==> config.mk <==
export PLATFORM = sky130hd
export DESIGN_NAME = sha256_byte_stream_hasher
export DESIGN_NICKNAME = d
export VERILOG_FILES = /design/src/rtl/core/shab_pkg.sv /design/src/rtl/core/shab_core.sv /design/src/rtl/core/sha256_byte_stream_hasher.sv
export SDC_FILE = /design/constraint.sdc
export NUM_CORES = 2
export LEC_CHECK = 0
export BUFFER_PORTS_ARGS = -buffer_cell sky130_fd_sc_hd__buf_2
export CORE_MARGIN = 10
export CORE_UTILIZATION = 30
export CTS_CLUSTER_DIAMETER = 150
export CTS_CLUSTER_SIZE = 30
export DETAILED_ROUTE_END_ITERATION = 8
export PLACE_DENSITY = 0.49
export SLEW_MARGIN = 40
export SYNTH_ARGS = -nofsm -noshare
export SYNTH_HDL_FRONTEND = slang
export SYNTH_SLANG_ARGS = --single-unit
==> constraint.sdc <==
create_clock -name clk -period 15.6 [get_ports clk]
set_clock_uncertainty 0.15 [all_clocks]
set_input_delay 0 -clock clk [delete_from_list [all_inputs] [get_ports clk]]
set_output_delay 0 -clock clk [all_outputs]
set_load 0.02 [all_outputs]
==> src/rtl/core/shab_pkg.sv <==
// ---------------------------------------------------------------------------
// SHA-256 byte stream hasher package
// Shared constants, round constants, state types and the core control struct.
// ---------------------------------------------------------------------------
`default_nettype none

package shab_pkg;

	localparam int BYTE_COUNT_BITS = 61;
	localparam int LEN_BITS        = 64;

	localparam logic [7:0] PAD_BYTE   = 8'h80;
	localparam logic [5:0] LAST_ZERO  = 6'd55;
	localparam logic [5:0] BLOCK_LAST = 6'd63;
	localparam logic [2:0] WORD_LAST  = 3'd7;
	localparam logic [5:0] ROUND_LAST = 6'd63;

	localparam logic [31:0] H_INIT [8] = '{
		32'h6a09e667, 32'hbb67ae85, 32'h3c6ef372, 32'ha54ff53a,
		32'h510e527f, 32'h9b05688c, 32'h1f83d9ab, 32'h5be0cd19
	};

	localparam logic [31:0] ROUND_K [64] = '{
		32'h428a2f98, 32'h71374491, 32'hb5c0fbcf, 32'he9b5dba5,
		32'h3956c25b, 32'h59f111f1, 32'h923f82a4, 32'hab1c5ed5,
		32'hd807aa98, 32'h12835b01, 32'h243185be, 32'h550c7dc3,
		32'h72be5d74, 32'h80deb1fe, 32'h9bdc06a7, 32'hc19bf174,
		32'he49b69c1, 32'hefbe4786, 32'h0fc19dc6, 32'h240ca1cc,
		32'h2de92c6f, 32'h4a7484aa, 32'h5cb0a9dc, 32'h76f988da,
		32'h983e5152, 32'ha831c66d, 32'hb00327c8, 32'hbf597fc7,
		32'hc6e00bf3, 32'hd5a79147, 32'h06ca6351, 32'h14292967,
		32'h27b70a85, 32'h2e1b2138, 32'h4d2c6dfc, 32'h53380d13,
		32'h650a7354, 32'h766a0abb, 32'h81c2c92e, 32'h92722c85,
		32'ha2bfe8a1, 32'ha81a664b, 32'hc24b8b70, 32'hc76c51a3,
		32'hd192e819, 32'hd6990624, 32'hf40e3585, 32'h106aa070,
		32'h19a4c116, 32'h1e376c08, 32'h2748774c, 32'h34b0bcb5,
		32'h391c0cb3, 32'h4ed8aa4a, 32'h5b9cca4f, 32'h682e6ff3,
		32'h748f82ee, 32'h78a5636f, 32'h84c87814, 32'h8cc70208,
		32'h90befffa, 32'ha4506ceb, 32'hbef9a3f7, 32'hc67178f2
	};

	typedef logic [7:0][31:0] hash_words_t;

	typedef enum logic [1:0] {
		TOP_IDLE,
		TOP_HASH,
		TOP_PAD,
		TOP_OUT
	} top_state_t;

	typedef enum logic [1:0] {
		PAD_MARK,
		PAD_ZERO,
		PAD_LEN
	} pad_phase_t;

	typedef enum logic [1:0] {
		CORE_IDLE,
		CORE_ROUND,
		CORE_SUM
	} core_state_t;

	typedef struct packed {
		logic       wr_en;
		logic [5:0] wr_addr;
		logic [7:0] wr_byte;
		logic       start;
		logic       init;
	} core_ctl_t;

endpackage

`default_nettype wire

==> src/rtl/core/shab_core.sv <==
// ---------------------------------------------------------------------------
// SHA-256 compression core
// Holds the block as a sixteen-word schedule window, runs one round per cycle
// and folds the working variables into the chaining value at the end.
// ---------------------------------------------------------------------------
`default_nettype none

module shab_core (
	input  wire                    clk,
	input  wire                    arst_n,
	input  shab_pkg::core_ctl_t    ctl,
	output logic                   done,
	output shab_pkg::hash_words_t  hash
);

	function automatic logic [31:0] rotr(input logic [31:0] v, input int n);
		rotr = (v >> n) | (v << (32 - n));
	endfunction

	shab_pkg::core_state_t state_q, state_d;
	logic [5:0]  rnd_q;
	logic [31:0] sched_q [16];
	logic [31:0] v_q [8];
	logic [31:0] h_q [8];

	logic [31:0] w_new, s0, s1, big0, big1, ch, maj, t1, t2;

	always_comb begin
		s0    = rotr(sched_q[1], 7) ^ rotr(sched_q[1], 18) ^ (sched_q[1] >> 3);
		s1    = rotr(sched_q[14], 17) ^ rotr(sched_q[14], 19) ^ (sched_q[14] >> 10);
		w_new = sched_q[0] + s0 + sched_q[9] + s1;
		big1  = rotr(v_q[4], 6) ^ rotr(v_q[4], 11) ^ rotr(v_q[4], 25);
		ch    = (v_q[4] & v_q[5]) ^ (~v_q[4] & v_q[6]);
		t1    = v_q[7] + big1 + ch + shab_pkg::ROUND_K[rnd_q] + sched_q[0];
		big0  = rotr(v_q[0], 2) ^ rotr(v_q[0], 13) ^ rotr(v_q[0], 22);
		maj   = (v_q[0] & v_q[1]) ^ (v_q[0] & v_q[2]) ^ (v_q[1] & v_q[2]);
		t2    = big0 + maj;
	end

	always_comb begin
		state_d = state_q;
		unique case (state_q)
			shab_pkg::CORE_IDLE: begin
				if (ctl.start) state_d = shab_pkg::CORE_ROUND;
			end
			shab_pkg::CORE_ROUND: begin
				if (rnd_q == shab_pkg::ROUND_LAST) state_d = shab_pkg::CORE_SUM;
			end
			shab_pkg::CORE_SUM: begin
				state_d = shab_pkg::CORE_IDLE;
			end
			default: begin
				state_d = shab_pkg::CORE_IDLE;
			end
		endcase
	end

	always_comb begin
		done = (state_q == shab_pkg::CORE_SUM);
	end

	always_ff @(posedge clk or negedge arst_n) begin
		if (!arst_n) begin
			state_q <= shab_pkg::CORE_IDLE;
			rnd_q   <= '0;
		end else begin
			state_q <= state_d;
			if (state_q == shab_pkg::CORE_ROUND) rnd_q <= rnd_q + 6'd1;
			else rnd_q <= '0;
		end
	end

	always_ff @(posedge clk) begin
		if (state_q == shab_pkg::CORE_ROUND) begin
			for (int i = 0; i < 15; i++) sched_q[i] <= sched_q[i + 1];
			sched_q[15] <= w_new;
			v_q[0] <= t1 + t2;
			v_q[1] <= v_q[0];
			v_q[2] <= v_q[1];
			v_q[3] <= v_q[2];
			v_q[4] <= v_q[3] + t1;
			v_q[5] <= v_q[4];
			v_q[6] <= v_q[5];
			v_q[7] <= v_q[6];
		end else begin
			if (ctl.wr_en) begin
				sched_q[ctl.wr_addr[5:2]][{~ctl.wr_addr[1:0], 3'b000} +: 8] <= ctl.wr_byte;
			end
			if (ctl.start) begin
				for (int i = 0; i < 8; i++) v_q[i] <= h_q[i];
			end
		end
	end

	always_ff @(posedge clk or negedge arst_n) begin
		if (!arst_n) begin
			for (int i = 0; i < 8; i++) h_q[i] <= shab_pkg::H_INIT[i];
		end else if (state_q == shab_pkg::CORE_SUM) begin
			for (int i = 0; i < 8; i++) h_q[i] <= h_q[i] + v_q[i];
		end else if (ctl.init) begin
			for (int i = 0; i < 8; i++) h_q[i] <= shab_pkg::H_INIT[i];
		end
	end

	always_comb begin
		for (int i = 0; i < 8; i++) hash[i] = h_q[i];
	end

endmodule

`default_nettype wire

==> src/rtl/core/sha256_byte_stream_hasher.sv <==
// ---------------------------------------------------------------------------
// SHA-256 byte stream hasher
// Collects message bytes into 64-byte blocks, pads the message at its end
// and streams out the eight digest words.
// ---------------------------------------------------------------------------
//
// Channel   Direction  Payload                                   Marker
// s_axis    in         tdata: data_byte[7:0]; tuser: byte_present tlast: message_end
// m_axis    out        tdata: digest_word, word_number           tlast: last_word
//
// A byte that does not fill a block leaves the hasher ready for the next byte.
// A byte that completes a block starts 64 rounds of the shared round unit and
// a fold into the chaining value; no byte is taken meanwhile. At message end,
// 9 to 72 pad bytes go in one per cycle with one or two compressions, then
// eight words leave at the pace of m_axis_tready. Reset clears all control
// state and loads the initial hash; s_axis_tready is high only while idle.
//
`default_nettype none

module sha256_byte_stream_hasher (
	input  wire         clk,
	input  wire         arst_n,
	input  wire         s_axis_tvalid,
	output logic        s_axis_tready,
	input  wire  [7:0]  s_axis_tdata,  // [7:0] data_byte
	input  wire         s_axis_tuser,  // [0] byte_present
	input  wire         s_axis_tlast,
	output logic        m_axis_tvalid,
	input  wire         m_axis_tready,
	output logic [39:0] m_axis_tdata,  // [31:0] digest_word, [34:32] word_number, zero fill
	output logic        m_axis_tlast
);

	shab_pkg::top_state_t state_q, state_d;
	shab_pkg::pad_phase_t phase_q;
	shab_pkg::core_ctl_t  ctl;
	shab_pkg::hash_words_t hash;

	logic [5:0]  fill_q;
	logic [shab_pkg::BYTE_COUNT_BITS-1:0] count_q;
	logic        fin_q;
	logic        pad_done_q;
	logic [2:0]  len_idx_q;
	logic [2:0]  word_q;
	logic        m_valid_q;
	logic [39:0] m_data_q;
	logic        m_last_q;

	logic        core_done;
	logic        acc;
	logic        push_en;
	logic [7:0]  push_byte;
	logic        out_load;
	logic        init;
	logic [shab_pkg::LEN_BITS-1:0] len_bits;

	shab_core u_core (
		.clk    (clk),
		.arst_n (arst_n),
		.ctl    (ctl),
		.done   (core_done),
		.hash   (hash)
	);

	assign len_bits = shab_pkg::LEN_BITS'({count_q, 3'b000});
	assign acc      = s_axis_tvalid && s_axis_tready;

	always_comb begin
		s_axis_tready = 1'b0;
		push_en       = 1'b0;
		push_byte     = s_axis_tdata;
		out_load      = 1'b0;
		unique case (state_q)
			shab_pkg::TOP_IDLE: begin
				s_axis_tready = 1'b1;
				push_en       = s_axis_tvalid && s_axis_tuser;
			end
			shab_pkg::TOP_PAD: begin
				push_en = 1'b1;
				unique case (phase_q)
					shab_pkg::PAD_MARK: push_byte = shab_pkg::PAD_BYTE;
					shab_pkg::PAD_LEN:  push_byte = len_bits[{~len_idx_q, 3'b000} +: 8];
					default:            push_byte = 8'h00;
				endcase
			end
			shab_pkg::TOP_OUT: begin
				out_load = !m_valid_q || m_axis_tready;
			end
			default: begin
			end
		endcase
		init          = out_load && (word_q == shab_pkg::WORD_LAST);
		ctl.wr_en     = push_en;
		ctl.wr_addr   = fill_q;
		ctl.wr_byte   = push_byte;
		ctl.start     = push_en && (fill_q == shab_pkg::BLOCK_LAST);
		ctl.init      = init;
	end

	always_comb begin
		state_d = state_q;
		unique case (state_q)
			shab_pkg::TOP_IDLE: begin
				if (acc) begin
					if (s_axis_tuser && fill_q == shab_pkg::BLOCK_LAST) state_d = shab_pkg::TOP_HASH;
					else if (s_axis_tlast) state_d = shab_pkg::TOP_PAD;
				end
			end
			shab_pkg::TOP_HASH: begin
				if (core_done) begin
					if (fin_q && pad_done_q) state_d = shab_pkg::TOP_OUT;
					else if (fin_q) state_d = shab_pkg::TOP_PAD;
					else state_d = shab_pkg::TOP_IDLE;
				end
			end
			shab_pkg::TOP_PAD: begin
				if (fill_q == shab_pkg::BLOCK_LAST) state_d = shab_pkg::TOP_HASH;
			end
			shab_pkg::TOP_OUT: begin
				if (init) state_d = shab_pkg::TOP_IDLE;
			end
			default: begin
				state_d = shab_pkg::TOP_IDLE;
			end
		endcase
	end

	always_ff @(posedge clk or negedge arst_n) begin
		if (!arst_n) begin
			state_q    <= shab_pkg::TOP_IDLE;
			phase_q    <= shab_pkg::PAD_MARK;
			fill_q     <= '0;
			count_q    <= '0;
			fin_q      <= 1'b0;
			pad_done_q <= 1'b0;
			len_idx_q  <= '0;
			word_q     <= '0;
			m_valid_q  <= 1'b0;
		end else begin
			state_q <= state_d;
			if (push_en) fill_q <= fill_q + 6'd1;
			if (init) count_q <= '0;
			else if (acc && s_axis_tuser) count_q <= count_q + 1'b1;
			if (acc) begin
				fin_q      <= s_axis_tlast;
				phase_q    <= shab_pkg::PAD_MARK;
				pad_done_q <= 1'b0;
				len_idx_q  <= '0;
			end else if (init) begin
				fin_q <= 1'b0;
			end else if (state_q == shab_pkg::TOP_PAD) begin
				unique case (phase_q)
					shab_pkg::PAD_MARK, shab_pkg::PAD_ZERO: begin
						phase_q <= (fill_q == shab_pkg::LAST_ZERO) ? shab_pkg::PAD_LEN
							: shab_pkg::PAD_ZERO;
					end
					shab_pkg::PAD_LEN: begin
						len_idx_q <= len_idx_q + 3'd1;
						if (len_idx_q == shab_pkg::WORD_LAST) pad_done_q <= 1'b1;
					end
					default: begin
						phase_q <= shab_pkg::PAD_MARK;
					end
				endcase
			end
			if (out_load) begin
				word_q    <= word_q + 3'd1;
				m_valid_q <= 1'b1;
			end else if (m_axis_tready) begin
				m_valid_q <= 1'b0;
			end
		end
	end

	always_ff @(posedge clk) begin
		if (out_load) begin
			m_data_q <= {5'd0, word_q, hash[word_q]};
			m_last_q <= (word_q == shab_pkg::WORD_LAST);
		end
	end

	assign m_axis_tvalid = m_valid_q;
	assign m_axis_tdata  = m_data_q;
	assign m_axis_tlast  = m_last_q;

endmodule

`default_nettype wire
**Word-level counts from Yosys, hierarchy flattened**

Memory sizes are Yosys's and may differ from the RTL's.
Index checks and enable logic that the tools add are counted.

- Flip-flop bits (word level): 380
- Bits in writable memories: 768
- Bits in read-only memories: 2,048
- Bits of input ports: 14
- Output and inout bits: 43
- Word-level logic and storage cells: 201
- Memories kept: 3

Memory list:

| memory | words | bits a word | rd ports | clocked after Yosys merged registers in | write ports | line | RTL |
|---|---|---|---|---|---|---|---|
| (name not given) | 64 | 32 | 1 | 0 | 0 | shab_core.sv:34 | `t1 = v_q[7] + big1 + ch + shab_pkg::ROUND_K[rnd_q] + sched_q[0];` |
| u_core.sched_q | 16 | 32 | 16 | 0 | 16 | shab_core.sv:22 | `logic [31:0] sched_q [16];` |
| u_core.v_q | 8 | 32 | 8 | 0 | 8 | shab_core.sv:23 | `logic [31:0] v_q [8];` |

- Add/subtract/negate cells: 24
- Order comparisons: 2
- Eq/ne operators: 21
- Shift operators: 3
- Mux-type cells: 63
- Bitwise gates (word level): 38
- Reductions and logical operators: 26

Operator list:

| operator | count |
|---|---|
| $add 32x32->32 | 18 |
| $mux 256 | 2 |
| $mux 32 | 14 |
| $xor 32x32->32 | 9 |
| $and 32x32->32 | 5 |
| $mux 61 | 2 |
| $bmux 32 s3 | 1 |
| $shiftx 64x7->8 | 1 |
| $add 61x1->61 const B | 1 |
| $not 32->32 | 1 |
| $or 10x32->32 | 1 |
| $or 13x32->32 | 1 |
| $or 14x32->32 | 1 |
| $or 15x32->32 | 1 |
| $or 19x32->32 | 1 |
| $or 21x32->32 | 1 |
| $or 25x32->32 | 1 |
| $or 26x32->32 | 1 |
| $or 30x32->32 | 1 |
| $or 7x32->32 | 1 |
| $reduce_or 32->1 | 1 |
| $shift 8x7->32 const A | 1 |
| $shiftx 8x7->32 | 1 |
| $xor 32x22->32 | 1 |
| 37 further kinds | 109 |

**Depth between registers and ports, before layout**

An unclocked memory read counts as a cell.

- Word-level depth: 10
- Depth in mapped cells: 41
- Depth with buffers taken out: 40

**Cells and area by module**

Synthesis repeated with hierarchy kept, for this count alone.

- Cell total of the unflattened synthesis: 7,839
- Area total of the unflattened synthesis: 76,888.7 um^2

By module, submodules not included:

| module | times used | cells an instance | area an instance (um^2) | seq. area each (um^2) |
|---|---|---|---|---|
| shab_core | 1 | 7,173 | 69,161.3 | 29,838.6 |
| sha256_byte_stream_hasher | 1 | 666 | 7,727.4 | 3,083.0 |

**Worst setup path after synthesis**

Ideal clock, no wire load.

- Path type: register to register
- Start point: register u_core.rnd_q[0]
- End point: memory u_core.v_q[0][30] (data pin)
- Library setup time: 0.136 ns
- Arrival: 8.434 ns
- Path slack: 6.880 ns
- Stages on the path, launching flop included: 38
- Buffers on the path: 1
- Period minus slack after synthesis: 8.720 ns
- Cell sequence: dfrtp_1 clkinv_1 ha_1 clkbuf_1 nand2_1 nand2_1 mux4_2 o21a_1 fa_1 inv_1 fa_1 fa_1 inv_1 ha_1 inv_1 fa_1 nor2b_1 o21ai_0 [2 not listed] a21oi_1 o21bai_1 a21oi_1 o21bai_1 a21oi_1 xnor2_1 inv_1 fa_1 inv_1 ha_1 and3_1 nand3_1 o31ai_1 o211ai_1 a31oi_1 a21oi_1 or4b_2 nand3_1

RTL lines:

| item | line | RTL |
|---|---|---|
| from (decl) | shab_core.sv:21 | `logic [5:0] rnd_q;` |
| from (signal assigned) | shab_core.sv:68 | `if (state_q == shab_pkg::CORE_ROUND) rnd_q <= rnd_q + 6'd1;` |
| to (decl) | shab_core.sv:23 |  |

==> impl_metrics.ini <==
[run_status]
status = finished, final reports clean

[sta]
hold_viol_final = 0
maxSlewViolCount = 0
fmax_mhz = 90.68
rsz0062_at_grt = false
tightestPinTransition_ns = 0.8934
fin_crit_ns = 11.03
min_period_over_period_pct = 70.69
tns_ns = 0
relSlewSlack_pct = 40.22
setup_viol = 0

[clock_network]
numCtsBuffers = 45
root_buffer = clkbuf_16
clk-insertion-delay-late_ns = 0.77
h-tree-depth = 2
cts.sinks = 1148
hold_buffers = 14
path_clk_slew_ns = 0.15
cts_setup_buffers = 0
cts_resized = 0
cts_buffer_depth = 3
cts_tree = built

[cells_and_area]
fin_nets = 8336
most-common-layout-cells = nand2_1, o21ai_0, edfxtp_1, a21oi_1, ha_1
mostFrequentLayoutCell = nand2_1
drive_above_1_share_pct = 7.705
area_delta_synth_final_pct = 7.057

[placement]
hpwl_mm = 197.7
place_congestion = 0.9582
port_buffers = 51

[drt]
vias = 59290
vias_per_cell = 5.328
routed_wl_mm = 268.3
wire_per_inst_um = 24.11
detail_route.first_pass.iterations = 6
ant_nets = 0
drtIter0Drc = 5497
drc = 0

[die]
coreArea_um2 = 254600
initial_core_util_pct = 30.22
die_y_um = 526.4
die_x_um = 526.4
rows = 185
ioPinCount = 57
dieArea_um2 = 277100

[worst_hold_path]
hold_path.class = input port to async pin

[critical_path]
crit_path_start_kind = flop
end_kind = flop
cpMostUsedCell = a21oi_1
reg2reg_depth = 35
critPathMaxFanout = 19
crit-reg2reg-launch = u_core.rnd_q[0]$_DFF_PN0_
critPathSlowestCell = ha_1
critical_path_class = flop to flop
timing.reg2reg.setup_slack_ns = 4.57
critical-path-max-stage-delay_ns = 0.86
reg2reg_to = u_core.v_q[0][31]$_DFFE_PP_
crit_arrival_ns = 11.34
critPathRequiredTime_ns = 15.91

[yosys]
ys_seq_area_share_pct = 42.79
ys.flop_type = edfxtp_1
ys_warn_count = 0
synth-seq-cells = 1148
async_flop_share_pct = 29.97
synth-edff-count = 804
syn_area_um2 = 76940
postSynthAreaPerCell_um2 = 9.682
synth_cell_types = 91
syn_inst = 7947

[global_route]
grt_pass1_vias = 58100
grt_max_degree = 159
gr-total-overflow = 0
grtUsageTotal_pct = 18.57
antenna_found_initial = 9
grt_pass1_wl_mm = 395.1

[run]
cap_violations = 0
cell families after synthesis:
family	after synthesis	synth area share, %
AO/OA/AOI/OAI	2134	16.38
XOR/XNOR	616	7.012
adder cells (fa/ha/maj)	601	11.67
buffers and inverters	788	3.896
flip-flops	1148	42.79
multiplexers	247	4.753
other	1	0.004874
AND/OR/NAND/NOR	2412	13.50
per-layer routing:
metal / track usage (%) / wire length [µm]
met3: 1.907 / 13500
met4: 5.927 / 9807
met2: 30.78 / 124600
met5: 0 / 0
met1: 25.43 / 120400
registers in the layout, indices dropped and copies added, names as in the netlist:
signal	count
count_q	61
fill_q	6
fin_q	1
len_idx_q	3
m_axis_tdata	35
m_axis_tlast	1
m_axis_tvalid	1
pad_done_q	1
phase_q	2
state_q	2
u_core.hash	256
u_core.rnd_q	6
u_core.sched_q	512
u_core.state_q	2
u_core.v_q	256
word_q	3
metrics by stage:
stage	instances	cell area (µm²)	util (%)	setup WS (ns)	hold slack, ns
6_report	11130	82370	32.35	4.572	0.01647
5_1_grt	11130	82370	32.35	4.037	0.02367
4_1_cts	11120	82270	32.31	4.743	0.002723
3_5_place_dp	11030	80700	31.70	4.836	-0.03712
3_3_place_gp	11030	80550	31.64	4.918	-0.03789
2_1_floorplan	7951	76960	-	6.880	-0.4456
worst max path at each step:
stage                              startpoint                          end
floorplan           u_core.rnd_q[0]$_DFF_PN0_  u_core.v_q[0][30]$_DFFE_PP_
global placement    u_core.rnd_q[0]$_DFF_PN0_  u_core.v_q[0][31]$_DFFE_PP_
detailed placement  u_core.rnd_q[0]$_DFF_PN0_  u_core.v_q[0][31]$_DFFE_PP_
CTS                 u_core.rnd_q[0]$_DFF_PN0_  u_core.v_q[0][31]$_DFFE_PP_
global route        u_core.rnd_q[0]$_DFF_PN0_  u_core.v_q[0][31]$_DFFE_PP_
finish              u_core.rnd_q[0]$_DFF_PN0_  u_core.v_q[0][31]$_DFFE_PP_
synthesized netlist by cell type (152+ instances only):
library cell | n | area (µm²)
nand2_1 | 1423 | 5341
o21ai_0 | 957 | 4790
edfxtp_1 | 804 | 24140
a21oi_1 | 478 | 2392
ha_1 | 403 | 5042
nor2_1 | 378 | 1419
inv_1 | 372 | 1396
clkbuf_1 | 366 | 1374
xnor2_1 | 340 | 2978
xor2_1 | 276 | 2417
dfrtp_1 | 208 | 5205
a21o_1 | 198 | 1486
fa_1 | 195 | 3904
nand3_1 | 152 | 760.7
layout make-up:
class,instances,area [µm²]
fillers,26200,172200
multi-input cells,6015,41260
repair buffers,141,1145
diodes,2,5.005
inverters,373,1400
flip-flops and latches,1148,32940
clock buffers,78,1292
clock inverters,6,118.9
well taps,3366,4212
critical path: cells and delay by family (launching register included):
kind	cells	cell delay (ns)
buf+inv	5	0.88
fa+ha+maj	7	3.42
compound gates	14	2.81
mux	1	0.22
xor+xnor	2	0.36
flops	1	0.78
simple gates	6	2.06
Power is not shown: default switching activity piles up to over one toggle a cycle in this logic, so the estimate is an artifact.
